**src/rtl/core/mtm_pkg.sv**
```systemverilog
// ============================================================================
// MUS to MIDI transcoder package
// Shared types, codes and the controller translation table.
// ============================================================================
package mtm_pkg;

    // Parse phase of the score byte stream.
    typedef enum logic [3:0] {
        PH_DESC   = 4'd0,
        PH_KREL   = 4'd1,
        PH_KPRESS = 4'd2,
        PH_VEL    = 4'd3,
        PH_PITCH  = 4'd4,
        PH_SYS    = 4'd5,
        PH_CNUM   = 4'd6,
        PH_CVAL   = 4'd7,
        PH_DELAY  = 4'd8,
        PH_DONE   = 4'd9
    } t_phase;

    // Top-level control sequence for one input word.
    typedef enum logic [1:0] {
        C_IDLE,
        C_EVAL,
        C_EMIT
    } t_ctl;

    // Byte position inside one emitted event.
    typedef enum logic [2:0] {
        S_IDLE,
        S_TIME,
        S_STAT,
        S_D1,
        S_D2,
        S_ERR
    } t_sub;

    // One MIDI event: status and data bytes, program change has one data byte.
    typedef struct packed {
        logic [7:0] status;
        logic [7:0] d1;
        logic [7:0] d2;
        logic       one_data;
    } t_event;

    // Everything one input word asks the emitter to send.
    typedef struct packed {
        t_event [2:0] ev;
        logic [1:0]   nev;
        logic         err;
        logic         done;
    } t_plan;

    localparam logic [27:0] TIME_MAX   = 28'hFFF_FFFF;
    localparam logic [27:0] ACC_LIMIT  = 28'h01F_FFFF;
    localparam logic [3:0]  MUS_PERC   = 4'd15;
    localparam logic [3:0]  MIDI_PERC  = 4'd9;
    localparam logic [4:0]  NONE_ALLOC = 5'h1F;

    localparam logic [3:0]  EV_REL   = 4'd0;
    localparam logic [3:0]  EV_PRESS = 4'd1;
    localparam logic [3:0]  EV_PITCH = 4'd2;
    localparam logic [3:0]  EV_SYS   = 4'd3;
    localparam logic [3:0]  EV_CTL   = 4'd4;
    localparam logic [3:0]  EV_END   = 4'd6;

    localparam logic [7:0]  ST_OFF   = 8'h80;
    localparam logic [7:0]  ST_ON    = 8'h90;
    localparam logic [7:0]  ST_CTL   = 8'hB0;
    localparam logic [7:0]  ST_PROG  = 8'hC0;
    localparam logic [7:0]  ST_BEND  = 8'hE0;
    localparam logic [7:0]  ST_META  = 8'hFF;
    localparam logic [7:0]  META_EOT = 8'h2F;

    localparam logic [7:0]  CC_SOUND_OFF = 8'h78;
    localparam logic [7:0]  CC_NOTES_OFF = 8'h7B;
    localparam logic [7:0]  CC_PAN       = 8'h0A;
    localparam logic [7:0]  MID_VALUE    = 8'h40;

    localparam logic [7:0]  SYS_LOW   = 8'd10;
    localparam logic [7:0]  SYS_HIGH  = 8'd14;
    localparam logic [7:0]  SYS_RESET = 8'd14;
    localparam logic [7:0]  CTL_HIGH  = 8'd9;

    // MUS controller / system number to MIDI controller number.
    function automatic logic [7:0] ctl_map(input logic [3:0] num);
        logic [7:0] r;
        case (num)
            4'd0:    r = 8'h00;
            4'd1:    r = 8'h20;
            4'd2:    r = 8'h01;
            4'd3:    r = 8'h07;
            4'd4:    r = 8'h0A;
            4'd5:    r = 8'h0B;
            4'd6:    r = 8'h5B;
            4'd7:    r = 8'h5D;
            4'd8:    r = 8'h40;
            4'd9:    r = 8'h43;
            4'd10:   r = 8'h78;
            4'd11:   r = 8'h7B;
            4'd12:   r = 8'h7E;
            4'd13:   r = 8'h7F;
            4'd14:   r = 8'h79;
            default: r = 8'h00;
        endcase
        return r;
    endfunction

    function automatic t_event mk_ev(input logic [7:0] s, input logic [7:0] a,
                                     input logic [7:0] b, input logic one);
        t_event e;
        e.status   = s;
        e.d1       = a;
        e.d2       = b;
        e.one_data = one;
        return e;
    endfunction

endpackage

```
**src/rtl/core/mtm_chan_mem.sv**
```systemverilog
// ============================================================================
// Channel state memories
// Channel assignment and per-channel velocity, each a 16-entry synchronous
// memory with registered read data and per-entry valid bits.
// ============================================================================
module mtm_chan_mem
    import mtm_pkg::*;
(
    input  logic       i_clk,
    input  logic       i_rst_n,
    input  logic       i_clear,
    input  logic       i_rd_en,
    input  logic [3:0] i_asg_raddr,
    input  logic [3:0] i_vel_raddr,
    input  logic       i_asg_we,
    input  logic [3:0] i_asg_waddr,
    input  logic [3:0] i_asg_wdata,
    input  logic       i_vel_we,
    input  logic [3:0] i_vel_waddr,
    input  logic [6:0] i_vel_wdata,
    output logic       o_asg_hit,
    output logic [3:0] o_asg_rdata,
    output logic [6:0] o_vel_rdata
);

    logic [3:0]  r_asg_mem [16];
    logic [6:0]  r_vel_mem [16];
    logic [15:0] r_asg_vld;
    logic [15:0] r_vel_vld;
    logic        r_asg_hit;
    logic [3:0]  r_asg_q;
    logic        r_vel_hit;
    logic [6:0]  r_vel_q;

    // Storage writes.
    always_ff @(posedge i_clk) begin
        if (i_asg_we) begin
            r_asg_mem[i_asg_waddr] <= i_asg_wdata;
        end
        if (i_vel_we) begin
            r_vel_mem[i_vel_waddr] <= i_vel_wdata;
        end
    end

    // Valid bits: assignment clears per score, velocity only on reset.
    always_ff @(posedge i_clk) begin
        if (!i_rst_n) begin
            r_asg_vld <= '0;
            r_vel_vld <= '0;
        end else begin
            if (i_clear) begin
                r_asg_vld <= '0;
            end else if (i_asg_we) begin
                r_asg_vld[i_asg_waddr] <= 1'b1;
            end
            if (i_vel_we) begin
                r_vel_vld[i_vel_waddr] <= 1'b1;
            end
        end
    end

    // Registered reads; a clear in the same cycle hides old assignments.
    always_ff @(posedge i_clk) begin
        if (i_rd_en) begin
            r_asg_q   <= r_asg_mem[i_asg_raddr];
            r_asg_hit <= r_asg_vld[i_asg_raddr] & ~i_clear;
            r_vel_q   <= r_vel_mem[i_vel_raddr];
            r_vel_hit <= r_vel_vld[i_vel_raddr];
        end
    end

    assign o_asg_hit   = r_asg_hit;
    assign o_asg_rdata = r_asg_q;
    assign o_vel_rdata = r_vel_hit ? r_vel_q : 7'h7F;

endmodule

```
**src/rtl/core/mtm_emitter.sv**
```systemverilog
// ============================================================================
// MIDI byte emitter
// Walks a plan of up to three events; sends delta time, status and data bytes
// one per unstalled cycle to the output register, then an error word if asked.
// ============================================================================
module mtm_emitter
    import mtm_pkg::*;
(
    input  logic        i_clk,
    input  logic        i_rst_n,
    input  logic        i_clear,
    input  logic        i_start,
    input  t_plan       i_plan,
    input  logic [27:0] i_pend,
    output logic        o_busy,
    output logic        o_valid,
    input  logic        i_stall,
    output logic [7:0]  o_midi_byte,
    output logic        o_last,
    output logic        o_bad_score,
    output logic        o_score_done,
    output logic [31:0] o_track_length
);

    t_sub        r_sub;
    t_sub        n_sub;
    t_plan       r_plan;
    logic [1:0]  r_idx;
    logic [1:0]  r_tg;
    logic [27:0] r_t;
    logic [31:0] r_cnt;
    logic        r_ov;
    logic [7:0]  r_byte;
    logic        r_last;
    logic        r_bad;
    logic        r_done;
    logic [31:0] r_len;

    t_event      cur;
    logic        adv;
    logic        final_ev;
    logic        ev_end;
    logic [7:0]  byte_out;
    logic [6:0]  tslice;
    logic [1:0]  groups;
    logic        out_last;

    assign cur      = r_plan.ev[r_idx];
    assign adv      = (r_sub != S_IDLE) && (!r_ov || !i_stall);
    assign final_ev = (r_idx == (r_plan.nev - 2'd1));
    assign o_busy   = (r_sub != S_IDLE);

    // Number of 7-bit delta time groups, minus one.
    always_comb begin
        if (i_pend[27:21] != 7'd0) begin
            groups = 2'd3;
        end else if (i_pend[20:14] != 7'd0) begin
            groups = 2'd2;
        end else if (i_pend[13:7] != 7'd0) begin
            groups = 2'd1;
        end else begin
            groups = 2'd0;
        end
    end

    // Current delta time group.
    always_comb begin
        case (r_tg)
            2'd0:    tslice = r_t[6:0];
            2'd1:    tslice = r_t[13:7];
            2'd2:    tslice = r_t[20:14];
            2'd3:    tslice = r_t[27:21];
            default: tslice = r_t[6:0];
        endcase
    end

    // Byte selection, end of event and next position.
    always_comb begin
        n_sub    = r_sub;
        byte_out = 8'h00;
        ev_end   = 1'b0;
        case (r_sub)
            S_IDLE: begin
                if (i_start) begin
                    n_sub = (i_plan.nev == 2'd0) ? S_ERR : S_TIME;
                end
            end
            S_TIME: begin
                byte_out = {(r_tg != 2'd0), tslice};
                if (r_tg == 2'd0) begin
                    n_sub = S_STAT;
                end
            end
            S_STAT: begin
                byte_out = cur.status;
                n_sub    = S_D1;
            end
            S_D1: begin
                byte_out = cur.d1;
                ev_end   = cur.one_data;
                n_sub    = S_D2;
            end
            S_D2: begin
                byte_out = cur.d2;
                ev_end   = 1'b1;
            end
            S_ERR: begin
                n_sub = S_IDLE;
            end
            default: n_sub = S_IDLE;
        endcase
        if (ev_end) begin
            if (!final_ev) begin
                n_sub = S_TIME;
            end else if (r_plan.err) begin
                n_sub = S_ERR;
            end else begin
                n_sub = S_IDLE;
            end
        end
        if ((r_sub != S_IDLE) && !adv) begin
            n_sub = r_sub;
        end
    end

    assign out_last = (ev_end && final_ev && !r_plan.err) || (r_sub == S_ERR);

    // Position register.
    always_ff @(posedge i_clk) begin
        if (!i_rst_n) begin
            r_sub <= S_IDLE;
        end else begin
            r_sub <= n_sub;
        end
    end

    // Plan, event index and delta time; time is spent by the first event.
    always_ff @(posedge i_clk) begin
        if (r_sub == S_IDLE && i_start) begin
            r_plan <= i_plan;
            r_idx  <= 2'd0;
            r_t    <= i_pend;
            r_tg   <= groups;
        end else if (adv) begin
            if (r_sub == S_TIME && r_tg != 2'd0) begin
                r_tg <= r_tg - 2'd1;
            end
            if (ev_end && !final_ev) begin
                r_idx <= r_idx + 2'd1;
                r_t   <= '0;
                r_tg  <= 2'd0;
            end
        end
    end

    // Track byte count; the error word is not counted.
    always_ff @(posedge i_clk) begin
        if (!i_rst_n) begin
            r_cnt <= '0;
        end else if (i_clear) begin
            r_cnt <= '0;
        end else if (adv && r_sub != S_ERR) begin
            r_cnt <= r_cnt + 32'd1;
        end
    end

    // Output register.
    always_ff @(posedge i_clk) begin
        if (!i_rst_n) begin
            r_ov <= 1'b0;
        end else if (adv) begin
            r_ov <= 1'b1;
        end else if (!i_stall) begin
            r_ov <= 1'b0;
        end
    end

    always_ff @(posedge i_clk) begin
        if (adv) begin
            r_byte <= byte_out;
            r_last <= out_last;
            r_bad  <= (r_sub == S_ERR);
            r_done <= r_plan.done;
            r_len  <= (r_sub == S_ERR) ? r_cnt : (r_cnt + 32'd1);
        end
    end

    assign o_valid        = r_ov;
    assign o_midi_byte    = r_byte;
    assign o_last         = r_last;
    assign o_bad_score    = r_bad;
    assign o_score_done   = r_done;
    assign o_track_length = r_len;

`ifndef ASSERT_OFF
    // The error word always closes the burst.
    a_err_last: assert property (@(posedge i_clk) disable iff (!i_rst_n)
        (r_ov && r_bad) |-> r_last)
        else $error("error word without last flag");

    // A new plan only arrives while the emitter is free.
    a_start_free: assert property (@(posedge i_clk) disable iff (!i_rst_n)
        i_start |-> (r_sub == S_IDLE))
        else $error("plan started while emitter busy");

    // A word sent while the output was free appears in the register.
    a_load: assert property (@(posedge i_clk) disable iff (!i_rst_n)
        adv |=> r_ov)
        else $error("emitted byte lost");
`endif

endmodule

```
**src/rtl/core/mus_to_midi_event_transcoder.sv**
```systemverilog
// ============================================================================
// MUS to MIDI event transcoder
// Parses MUS score body bytes and produces MIDI track bytes.
// ============================================================================
// One score byte is taken and its channel state is read from the channel
// memories as it is taken; it is evaluated in the next cycle, and the MIDI
// bytes that result then leave at one per cycle through the output register
// while the output side does not stall. A byte may produce no result words
// (delay, controller-number and ignored bytes among them) or n result words,
// n being 1 to 15. No new score byte is taken until the emitter has handed
// the last result word of the previous byte to the output register.
module mus_to_midi_event_transcoder
    import mtm_pkg::*;
(
    input  logic        i_clk,
    input  logic        i_rst_n,
    input  logic        i_cfg_wr_en,
    input  logic        i_cfg_wr_data,
    input  logic        i_in_valid,
    output logic        o_in_stall,
    input  logic [7:0]  i_score_byte,
    input  logic        i_new_score,
    output logic        o_out_valid,
    input  logic        i_out_stall,
    output logic [7:0]  o_midi_byte,
    output logic        o_last,
    output logic        o_bad_score,
    output logic        o_score_done,
    output logic [31:0] o_track_length
);

    t_ctl        r_state;
    t_ctl        n_state;
    t_phase      r_phase;
    t_phase      n_phase;
    logic [3:0]  r_cur_ch;
    logic [3:0]  n_cur_ch;
    logic        r_ge;
    logic        n_ge;
    logic [7:0]  r_key;
    logic [7:0]  n_key;
    logic [7:0]  r_ctl;
    logic [7:0]  n_ctl;
    logic [27:0] r_acc;
    logic [27:0] n_acc;
    logic [27:0] r_pend;
    logic [27:0] n_pend;
    logic [4:0]  r_best;
    logic [4:0]  n_best;
    logic        r_halt;
    logic        n_halt;
    logic        r_adlib;
    logic [7:0]  r_byte;

    logic        accept;
    logic        clear;
    logic        eval;
    logic        asg_hit;
    logic [3:0]  asg_rdata;
    logic [6:0]  vel_rdata;
    logic        asg_we;
    logic        vel_we;
    logic [4:0]  alloc_ch;
    logic        start;
    logic        emit_busy;
    t_plan       plan;
    logic [28:0] pend_sum;
    logic [27:0] acc_next;
    logic [7:0]  cval;

    assign accept = i_in_valid && !o_in_stall;
    assign clear  = accept && i_new_score;
    assign eval   = (r_state == C_EVAL) && !r_halt;
    assign o_in_stall = (r_state != C_IDLE);

    mtm_chan_mem u_mem (
        .i_clk       (i_clk),
        .i_rst_n     (i_rst_n),
        .i_clear     (clear),
        .i_rd_en     (accept),
        .i_asg_raddr (i_score_byte[3:0]),
        .i_vel_raddr (r_cur_ch),
        .i_asg_we    (asg_we),
        .i_asg_waddr (r_byte[3:0]),
        .i_asg_wdata (alloc_ch[3:0]),
        .i_vel_we    (vel_we),
        .i_vel_waddr (r_cur_ch),
        .i_vel_wdata (r_byte[6:0]),
        .o_asg_hit   (asg_hit),
        .o_asg_rdata (asg_rdata),
        .o_vel_rdata (vel_rdata)
    );

    mtm_emitter u_emit (
        .i_clk          (i_clk),
        .i_rst_n        (i_rst_n),
        .i_clear        (clear),
        .i_start        (start),
        .i_plan         (plan),
        .i_pend         (r_pend),
        .o_busy         (emit_busy),
        .o_valid        (o_out_valid),
        .i_stall        (i_out_stall),
        .o_midi_byte    (o_midi_byte),
        .o_last         (o_last),
        .o_bad_score    (o_bad_score),
        .o_score_done   (o_score_done),
        .o_track_length (o_track_length)
    );

    // Next channel in allocation order, skipping the percussion channel.
    always_comb begin
        alloc_ch = r_best + 5'd1;
        if (alloc_ch == {1'b0, MIDI_PERC}) begin
            alloc_ch = alloc_ch + 5'd1;
        end
    end

    // Delay accumulation with saturation.
    always_comb begin
        if (r_acc > ACC_LIMIT) begin
            acc_next = TIME_MAX;
        end else begin
            acc_next = {r_acc[20:0], r_byte[6:0]};
        end
        pend_sum = {1'b0, r_pend} + {1'b0, acc_next};
    end

    assign cval = r_byte[7] ? 8'h7F : r_byte;

    // Evaluate one score byte: plan the events and update parse state.
    always_comb begin
        logic [1:0] slot;
        logic [3:0] ch;
        logic [3:0] evc;
        slot     = 2'd0;
        ch       = r_cur_ch;
        evc      = {1'b0, r_byte[6:4]};
        plan     = '0;
        asg_we   = 1'b0;
        vel_we   = 1'b0;
        n_phase  = r_phase;
        n_cur_ch = r_cur_ch;
        n_ge     = r_ge;
        n_key    = r_key;
        n_ctl    = r_ctl;
        n_acc    = r_acc;
        n_pend   = r_pend;
        n_best   = r_best;
        n_halt   = r_halt;
        if (eval) begin
            case (r_phase)
                PH_DESC: begin
                    n_ge = r_byte[7];
                    if (r_byte[3:0] == MUS_PERC) begin
                        ch = MIDI_PERC;
                    end else if (asg_hit) begin
                        ch = asg_rdata;
                    end else begin
                        ch          = alloc_ch[3:0];
                        asg_we      = 1'b1;
                        n_best      = alloc_ch;
                        plan.ev[0]  = mk_ev(ST_CTL | {4'h0, ch}, CC_NOTES_OFF, 8'h00, 1'b0);
                        slot        = 2'd1;
                    end
                    n_cur_ch = ch;
                    case (evc)
                        EV_REL:   n_phase = PH_KREL;
                        EV_PRESS: n_phase = PH_KPRESS;
                        EV_PITCH: n_phase = PH_PITCH;
                        EV_SYS:   n_phase = PH_SYS;
                        EV_CTL:   n_phase = PH_CNUM;
                        EV_END: begin
                            plan.ev[slot] = mk_ev(ST_META, META_EOT, 8'h00, 1'b0);
                            slot          = slot + 2'd1;
                            plan.done     = 1'b1;
                            n_phase       = PH_DONE;
                        end
                        default: begin
                            plan.err = 1'b1;
                            n_halt   = 1'b1;
                        end
                    endcase
                end
                PH_KREL: begin
                    n_key      = r_byte;
                    plan.ev[0] = mk_ev(ST_OFF | {4'h0, ch}, {1'b0, r_byte[6:0]}, 8'h00, 1'b0);
                    slot       = 2'd1;
                end
                PH_KPRESS: begin
                    n_key = r_byte;
                    if (r_byte[7]) begin
                        n_phase = PH_VEL;
                    end else begin
                        plan.ev[0] = mk_ev(ST_ON | {4'h0, ch}, {1'b0, r_byte[6:0]},
                                           {1'b0, vel_rdata}, 1'b0);
                        slot       = 2'd1;
                    end
                end
                PH_VEL: begin
                    vel_we     = 1'b1;
                    plan.ev[0] = mk_ev(ST_ON | {4'h0, ch}, {1'b0, r_key[6:0]},
                                       {1'b0, r_byte[6:0]}, 1'b0);
                    slot       = 2'd1;
                end
                PH_PITCH: begin
                    plan.ev[0] = mk_ev(ST_BEND | {4'h0, ch}, {1'b0, r_byte[0], 6'd0},
                                       {1'b0, r_byte[7:1]}, 1'b0);
                    slot       = 2'd1;
                end
                PH_SYS: begin
                    n_ctl = r_byte;
                    if (r_byte < SYS_LOW || r_byte > SYS_HIGH) begin
                        plan.err = 1'b1;
                        n_halt   = 1'b1;
                    end else if (r_byte == SYS_RESET && r_adlib) begin
                        plan.ev[0] = mk_ev(ST_CTL | {4'h0, ch}, CC_SOUND_OFF, 8'h00, 1'b0);
                        plan.ev[1] = mk_ev(ST_BEND | {4'h0, ch}, 8'h00, MID_VALUE, 1'b0);
                        plan.ev[2] = mk_ev(ST_CTL | {4'h0, ch}, CC_PAN, MID_VALUE, 1'b0);
                        slot       = 2'd3;
                    end else begin
                        plan.ev[0] = mk_ev(ST_CTL | {4'h0, ch}, ctl_map(r_byte[3:0]),
                                           8'h00, 1'b0);
                        slot       = 2'd1;
                    end
                end
                PH_CNUM: begin
                    n_ctl   = r_byte;
                    n_phase = PH_CVAL;
                end
                PH_CVAL: begin
                    if (r_ctl == 8'd0) begin
                        plan.ev[0] = mk_ev(ST_PROG | {4'h0, ch}, {1'b0, r_byte[6:0]},
                                           8'h00, 1'b1);
                        slot       = 2'd1;
                    end else if (r_ctl > CTL_HIGH) begin
                        plan.err = 1'b1;
                        n_halt   = 1'b1;
                    end else begin
                        plan.ev[0] = mk_ev(ST_CTL | {4'h0, ch}, ctl_map(r_ctl[3:0]),
                                           cval, 1'b0);
                        slot       = 2'd1;
                    end
                end
                PH_DELAY: begin
                    n_acc = acc_next;
                    if (!r_byte[7]) begin
                        n_pend  = pend_sum[28] ? TIME_MAX :
                                  (pend_sum[27:0] > TIME_MAX ? TIME_MAX : pend_sum[27:0]);
                        n_acc   = '0;
                        n_phase = PH_DESC;
                    end
                end
                default: begin
                end
            endcase
            // A completed event ends the group or moves on to the delay.
            if (slot != 2'd0 && r_phase != PH_DESC) begin
                n_acc   = '0;
                n_phase = r_ge ? PH_DELAY : PH_DESC;
            end
            if (slot != 2'd0) begin
                n_pend = '0;
            end
            plan.nev = slot;
        end
    end

    assign start = eval && ((plan.nev != 2'd0) || plan.err);

    // Control sequence.
    always_comb begin
        n_state = r_state;
        case (r_state)
            C_IDLE: if (accept) n_state = C_EVAL;
            C_EVAL: n_state = start ? C_EMIT : C_IDLE;
            C_EMIT: if (!emit_busy) n_state = C_IDLE;
            default: n_state = C_IDLE;
        endcase
    end

    always_ff @(posedge i_clk) begin
        if (!i_rst_n) begin
            r_state <= C_IDLE;
        end else begin
            r_state <= n_state;
        end
    end

    // Configuration register.
    always_ff @(posedge i_clk) begin
        if (!i_rst_n) begin
            r_adlib <= 1'b0;
        end else if (i_cfg_wr_en) begin
            r_adlib <= i_cfg_wr_data;
        end
    end

    // Captured input word.
    always_ff @(posedge i_clk) begin
        if (accept) begin
            r_byte <= i_score_byte;
        end
    end

    // Parse state; a new score clears the per-score part on acceptance.
    always_ff @(posedge i_clk) begin
        if (!i_rst_n) begin
            r_phase  <= PH_DESC;
            r_cur_ch <= '0;
            r_ge     <= 1'b0;
            r_key    <= '0;
            r_ctl    <= '0;
            r_acc    <= '0;
            r_pend   <= '0;
            r_best   <= NONE_ALLOC;
            r_halt   <= 1'b0;
        end else if (clear) begin
            r_phase <= PH_DESC;
            r_ge    <= 1'b0;
            r_acc   <= '0;
            r_best  <= NONE_ALLOC;
            r_halt  <= 1'b0;
        end else begin
            r_phase  <= n_phase;
            r_cur_ch <= n_cur_ch;
            r_ge     <= n_ge;
            r_key    <= n_key;
            r_ctl    <= n_ctl;
            r_acc    <= n_acc;
            r_pend   <= n_pend;
            r_best   <= n_best;
            r_halt   <= n_halt;
        end
    end

`ifndef ASSERT_OFF
    // The control sequence always leaves evaluation in the next cycle.
    a_eval_once: assert property (@(posedge i_clk) disable iff (!i_rst_n)
        (r_state == C_EVAL) |=> (r_state != C_EVAL))
        else $error("evaluation repeated");

    // No new word is taken while the emitter still sends bytes.
    a_no_overlap: assert property (@(posedge i_clk) disable iff (!i_rst_n)
        accept |-> !emit_busy)
        else $error("input accepted during emission");

    // Queued time never exceeds its saturation limit.
    a_pend_sat: assert property (@(posedge i_clk) disable iff (!i_rst_n)
        (r_pend <= TIME_MAX) && (r_acc <= TIME_MAX))
        else $error("delay above limit");
`endif

endmodule
```
**config.mk**
```make
export PLATFORM = sky130hd
export DESIGN_NAME = mus_to_midi_event_transcoder
export DESIGN_NICKNAME = d
export VERILOG_FILES = /design/src/rtl/core/mtm_pkg.sv /design/src/rtl/core/mtm_chan_mem.sv /design/src/rtl/core/mtm_emitter.sv /design/src/rtl/core/mus_to_midi_event_transcoder.sv
export SDC_FILE = /design/constraint.sdc
export NUM_CORES = 1
export LEC_CHECK = 0
export BUFFER_PORTS_ARGS = -buffer_cell sky130_fd_sc_hd__buf_2
export CAP_MARGIN = 0
export CORE_ASPECT_RATIO = 1.25
export CORE_UTILIZATION = 25
export DETAILED_ROUTE_END_ITERATION = 8
export GPL_ROUTABILITY_DRIVEN = 0
export PLACE_DENSITY_LB_ADDON = 0.2
export SYNTH_ARGS = -nofsm -noshare
export SYNTH_HDL_FRONTEND = slang
export SYNTH_SLANG_ARGS = --single-unit
```
**constraint.sdc**
```tcl
create_clock -name i_clk -period 4.9 [get_ports i_clk]
set_input_delay 0.49 -clock i_clk [delete_from_list [all_inputs] [get_ports i_clk]]
set_output_delay 0.49 -clock i_clk [all_outputs]
set_load 0.005 [all_outputs]
```
== Word-level counts from Yosys, hierarchy flattened ==
Memories as Yosys holds them, arrays and structs flattened. A register that Yosys moved wholly into a read port is not among the register bits.
Index checks and enable logic that the tools add are counted.

* Memory bits (writable): 176
* Output and inout bits: 45
* Input bits: 15
* ROM bits: 224
* Bits in registers: 321
* Logic and storage cells: 300
* Memories: 4

{| class="wikitable"
|+ Memories
! name !! depth !! bits a word !! read ports !! clocked after memory_dff !! wr ports !! RTL line !! source
|-
| (name not given) || 16 || 7 || 1 || 1 || 0 || mtm_pkg.sv:88 || <nowiki>case (num)</nowiki>
|-
| (name not given) || 16 || 7 || 1 || 1 || 0 || mtm_pkg.sv:88 ||
|-
| u_mem.r_vel_mem || 16 || 7 || 1 || 1 || 1 || mtm_chan_mem.sv:27 || <nowiki>logic [6:0] r_vel_mem [16];</nowiki>
|-
| u_mem.r_asg_mem || 16 || 4 || 1 || 1 || 1 || mtm_chan_mem.sv:26 || <nowiki>logic [3:0] r_asg_mem [16];</nowiki>
|}

* $add $sub $neg: 8
* Muxes and demuxes: 110
* Bitwise gates (word level): 11
* Reduce and logical (&&, ||, !) cells: 70
* Equality and inequality tests: 42
* Magnitude comparators: 13

{| class="wikitable"
|+ Operators by type and width
! kind !! count
|-
| 28-bit two-way mux || 12
|-
| 25-bit two-way mux || 9
|-
| 25-bit case mux with 7 select lines || 1
|-
| 75-bit two-way mux || 2
|-
| 50-bit case mux with 2 select lines || 1
|-
| 25-bit binary-select mux with 2-bit select || 1
|-
| 25-bit demux with 2-bit select || 1
|-
| 50-bit two-way mux || 1
|-
| 4-bit two-way mux || 10
|-
| 13-bit by 39-bit bitwise OR with 39-bit output || 1
|-
| 12-bit by 36-bit AND with 36-bit output || 1
|-
| 36-bit inverter || 1
|-
| 32-bit by 1-bit adder with 32-bit output, second input constant || 1
|-
| 1-bit two-way mux || 32
|-
| 32-bit two-way mux || 1
|-
| 16-bit bitwise OR || 2
|-
| 8-bit case mux with 4 select lines || 1
|-
| 2-bit two-way mux || 15
|-
| 28-bit by 28-bit adder with 29-bit output || 1
|-
| 28-bit by 21-bit greater-than comparator with 1-bit output, second input constant || 1
|-
| 28-bit greater-than comparator, second input constant || 1
|-
| 7-bit case mux with 4 select lines || 1
|-
| 4-bit case mux with 6 select lines || 1
|-
| 7-bit nonzero test || 3
|-
| other kinds (60) || 153
|}

== Longest topological paths before layout ==
* Depth in word-level cells: 15
* Depth in mapped cells: 15

== Cells and area by module ==
From an unflattened synthesis, not the netlist that was laid out.

* Cells, all modules: 1996
* Area total of the unflattened synthesis: 23801.6 µm²

{| class="wikitable"
|+ Modules (own cells, without submodules)
! module !! instances !! cells each !! area each (µm²)
|-
| mtm_chan_mem || 1 || 433 || 8441.8
|-
| mtm_emitter || 1 || 629 || 8057.7
|-
| mus_to_midi_event_transcoder || 1 || 934 || 7302.0
|}

== Least setup slack after synthesis ==
No wires, ideal clock.

* Path kind: reg2reg
* Start: register u_emit.r_sub[0]
* End: register u_emit.r_t[0] (enable)
* Setup time: 0.386 ns
* Path slack: 0.500 ns
* Stages on the path, launching flop included: 6
* Buffers on the path: 1
* Arrival time: 4.014 ns
* Data required time: 4.514 ns
* Cells stage by stage: dfxtp_1 > clkbuf_1 > nor3_1 > a21oi_1 > and2_1 > or2_1

* Elaborated cells between the ends (all ways): 11

{| class="wikitable"
|+ RTL lines
! item !! RTL line !! source
|-
| start: declaration || mtm_emitter.sv:25 || <nowiki>t_sub r_sub;</nowiki>
|-
| start signal: assignment || mtm_emitter.sv:133 || <nowiki>r_sub <= n_sub;</nowiki>
|-
| 3-bit nonzero test || mtm_emitter.sv:49 || <nowiki>assign adv = (r_sub != S_IDLE) && (!r_ov || !i_stall);</nowiki>
|-
| 1-bit logical AND || mtm_emitter.sv:49 ||
|-
| named net u_emit.adv || mtm_emitter.sv:40 || <nowiki>logic adv;</nowiki>
|-
| 2-bit nonzero test (no line) || -- ||
|-
| 2-bit AND reduction (no line) || -- ||
|-
| end signal: assignment || mtm_emitter.sv:142 || <nowiki>r_t <= i_pend;</nowiki>
|-
| end: declaration || mtm_emitter.sv:30 || <nowiki>logic [27:0] r_t;</nowiki>
|}

The timed path passes the listed nets, and every way through them passes these cells.
A chain may end at the register's enable or synchronous reset.

== Final worst setup path ==
* Start: register r_acc[23]
* End: register r_pend[18]

* Longest elaborated chain between the ends: 9

{| class="wikitable"
|+ RTL lines
! item !! RTL line !! source
|-
| start: declaration || mus_to_midi_event_transcoder.sv:44 || <nowiki>logic [27:0] r_acc;</nowiki>
|-
| start signal: assignment || mus_to_midi_event_transcoder.sv:330 || <nowiki>r_acc <= n_acc;</nowiki>
|-
| 28-bit by 21-bit greater-than comparator with 1-bit output * || mus_to_midi_event_transcoder.sv:121 || <nowiki>if (r_acc > ACC_LIMIT) begin</nowiki>
|-
| 28-bit two-way mux * || mus_to_midi_event_transcoder.sv:121 ||
|-
| 28-bit by 28-bit adder with 29-bit output * || mus_to_midi_event_transcoder.sv:126 || <nowiki>pend_sum = {1'b0, r_pend} + {1'b0, acc_next};</nowiki>
|-
| 28-bit greater-than comparator || mus_to_midi_event_transcoder.sv:249 || <nowiki>(pend_sum[27:0] > TIME_MAX ? TIME_MAX : pend_sum[27:0]);</nowiki>
|-
| 28-bit two-way mux || mus_to_midi_event_transcoder.sv:249 ||
|-
| 28-bit two-way mux * || mus_to_midi_event_transcoder.sv:248 || <nowiki>n_pend = pend_sum[28] ? TIME_MAX :</nowiki>
|-
| 28-bit two-way mux * || mus_to_midi_event_transcoder.sv:247 || <nowiki>if (!r_byte[7]) begin</nowiki>
|-
| 28-bit two-way mux * || mus_to_midi_event_transcoder.sv:152 || <nowiki>case (r_phase)</nowiki>
|-
| 28-bit two-way mux * || mus_to_midi_event_transcoder.sv:262 || <nowiki>if (slot != 2'd0) begin</nowiki>
|-
| end signal: assignment || mus_to_midi_event_transcoder.sv:331 || <nowiki>r_pend <= n_pend;</nowiki>
|-
| end: declaration || mus_to_midi_event_transcoder.sv:46 || <nowiki>logic [27:0] r_pend;</nowiki>
|}

Every way passes the cells marked *; elsewhere a longest branch is shown, timed or not. The select of a mux whose other input is x is not followed.

==> run summary <==
Status: finished, final reports clean
Worst Setup End Kind: flip-flop
Unrepaired setup endpoints after global routing: no
Number of setup buffers added after CTS: 0
Largest net degree at the start of global routing: 57
Row cnt: 121
Lkg Pwr: 8.817 nW
Crit path arrival time: 4510 ps
Setup TNS: 0 ps
Post-CTS resize count: 0
Vias in the first global route: 14490
DRT iter0 DRCs: 1050
Mapped cell area: 0.02197 mm²
Port Buffers: 59
Pwr dens: 410.6 mW/mm²
Maxcap violations: 0
Yosys warns: 0
CP startpoint kind: flip-flop
Main synth FF type: edfxtp_1
Wire per inst: 18.41 µm
H-tree levels: 2
Grt ovf: 0
Num CTS Buffers: 50
CP Max Fanout: 28
Root buffer cell: clkbuf_16
Post-route ant nets: 0
Vias per cell: 4.642
Worst path required time: 5350 ps
Area grow syn2layout: 15.24%
Synthesized area per cell: 11.81 µm²
Final worst path period share: 83.02%
Placed cell area: 0.02362 mm²
Worst setup margin: 831.9 ps
Vias post-DR: 14460
Clock Skew: 26.23 ps
First drt pass iteration count: 6
TritonCTS clock tree: built
Rel. slew slack: 19.07%
CP max stage delay: 610 ps
Measured slew at the worst slew-check pin: 1211 ps
CP Class: reg -> reg
Post-Syn Instances: 1860
Initial Util: 25.23%
Dpl ws: 853.8 ps
Max-slew violations: 0
Share of cells above drive strength 1: 14.95%
Most frequent cells in the layout: edfxtp_1, nor2_1, dfxtp_1, a21oi_1, nand2_1
FF+latch count, synth: 481
Die area: 0.08906 mm²
Commonest non-fill, non-tap cell in the layout: edfxtp_1
Detailed Route WL: 57360 µm
Ports: 60
Final Setup Violations: 0
Fmax: 245.8 MHz
Core area: 0.08705 mm²
First-pass GRT wire length: 88780 µm
Final Hold Vio Count: 0
Post-synth ARST share: 0%
Clock sinks: 481
DP Wirelength: 40510 µm
# hold bufs at CTS: 0
Fin area: 0.02531 mm²
Clock tree buffer depth: 3
Net count, final: 1971
Initial antenna violation count: 4
Die height: 333.4 µm
Die X: 267.1 µm
EDFF count, synth: 308
Minimum clock period: 4068 ps
Peak VDD IR: 0.2750 mV
Residual DRC: 0
Count of cell types in the netlist: 73
Clock transition at the registers of the reported paths: 60 ps
Part of the Yosys area used for sequential elements: 57.87%
Worst-skew pair later-pin latency: 620 ps
GR Util All Layers: 12.95%
Critical-path top delay cell: nor2b_1
Worst-path cell chain: nor4_1, nand2_1, buf_4, or2_2, ha_1, fa_1, a21oi_1, o211ai_1, nand4_1, a311oi_1, o2111ai_1, a31oi_2, nor2b_1, a31oi_1
Worst Hold Class: in -> reg
-- synth_stat cells, types with 26 or more instances --
cell	number	area (µm²)
nor3b_1	37	277.8
o21a_1	32	240.2
inv_1	38	142.6
nor3_1	28	140.1
a21oi_1	124	620.6
nand2_1	112	420.4
xnor2_1	43	376.6
o21ai_0	91	455.4
and2_1	43	269.0
nand3_1	26	130.1
mux2i_1	40	400.4
dfxtp_1	173	3463
edfxtp_1	308	9249
ha_1	49	613.1
nor2_1	227	852.1
clkbuf_1	73	274.0
xor2_1	38	332.8
mux4_2	66	1486
nor2b_1	33	206.5
or2_2	35	219.0
-- final timing paths --
check / from / to / slack (ps) / depth (start not counted)
worst max-delay path: r_acc[23] / r_pend[18] / 830 / 14
worst min-delay path: i_score_byte[6] / r_byte[6] / 60 / 1
worst max register to register: r_acc[23] / r_pend[18] / 830 / 14
worst min register to register: u_emit.r_plan[0] / u_emit.o_score_done / 430 / 0
-- per-layer routing --
metal | up-vias | wire (µm) | global-route usage (%)
li1 | 6943 | - | -
met1 | 7167 | 25310 | 16.51
met2 | 251 | 28150 | 21.89
met3 | 94 | 2107 | 2.163
met4 | 8 | 1740 | 4.647
met5 | - | 49 | 0
-- registers in the layout (all words and copies together) (netlist names), 5 cells and up, named ones only --
signal,count
u_emit.o_track_length,32
r_pend,28
r_acc,28
u_mem.r_vel_vld,16
u_emit.r_plan,38
u_mem.r_asg_vld,16
u_mem.r_asg_mem,64
u_emit.o_midi_byte,8
r_best,5
u_emit.r_cnt,32
r_byte,8
u_mem.r_vel_q,7
u_mem.r_vel_mem,112
r_ctl,8
r_key,7
u_emit.r_t,28
-- kinds of logic after synthesis --
logic type,count (synthesis),synth area share [%]
AND/OR/NAND/NOR,639,14.46
flip-flops,481,57.87
AO/OA/AOI/OAI,358,10.26
buffers and inverters,140,2.483
multiplexers,110,8.795
XOR/XNOR,81,3.230
adder cells (fa/ha/maj),50,2.882
other,1,0.01707
-- critical path: cells and delay by family (launching register included) --
family	cells	cell delay (ps)
adders and majority gates	2	650
DFF	1	310
and+or+nand+nor	5	1460
buffers and inverters	1	210
AOI/OAI and AO/OA	6	1280
-- power breakdown --
group / switching, W / internal, W
sequential: 0.000202 / 0.00478
combinational: 0.000966 / 0.000531
clock: 0.00165 / 0.00226
-- area by class of cell --
| type | count | area (µm²) |
|---|---|---|
| Timing Repair Buffer | 93 | 550.5 |
| Fill cell | 8815 | 61740 |
| Tap cell | 1168 | 1461 |
| Clock inverter | 23 | 264.0 |
| Sequential cell | 481 | 12710 |
| Inverter | 38 | 142.6 |
| Multi-Input combinational cell | 1242 | 8748 |
| Antenna cell | 1 | 2.502 |
| Clock buffer | 70 | 1429 |
-- stage by stage --
stage | hold slack (ps) | total power [W] | utilization (%) | instances
3_3_place_gp | 412.6 | 0.006590 | 27.13 | 3022
6_report | 61.17 | 0.01039 | 29.08 | 3116
3_5_place_dp | 418.8 | 0.006615 | 27.13 | 3022
2_1_floorplan | 400.3 | 0.005910 | - | 1863
5_1_grt | 38.39 | 0.01089 | 29.08 | 3115
4_1_cts | 25.98 | 0.01059 | 29.08 | 3115
Power figures use the tool's default switching activity.
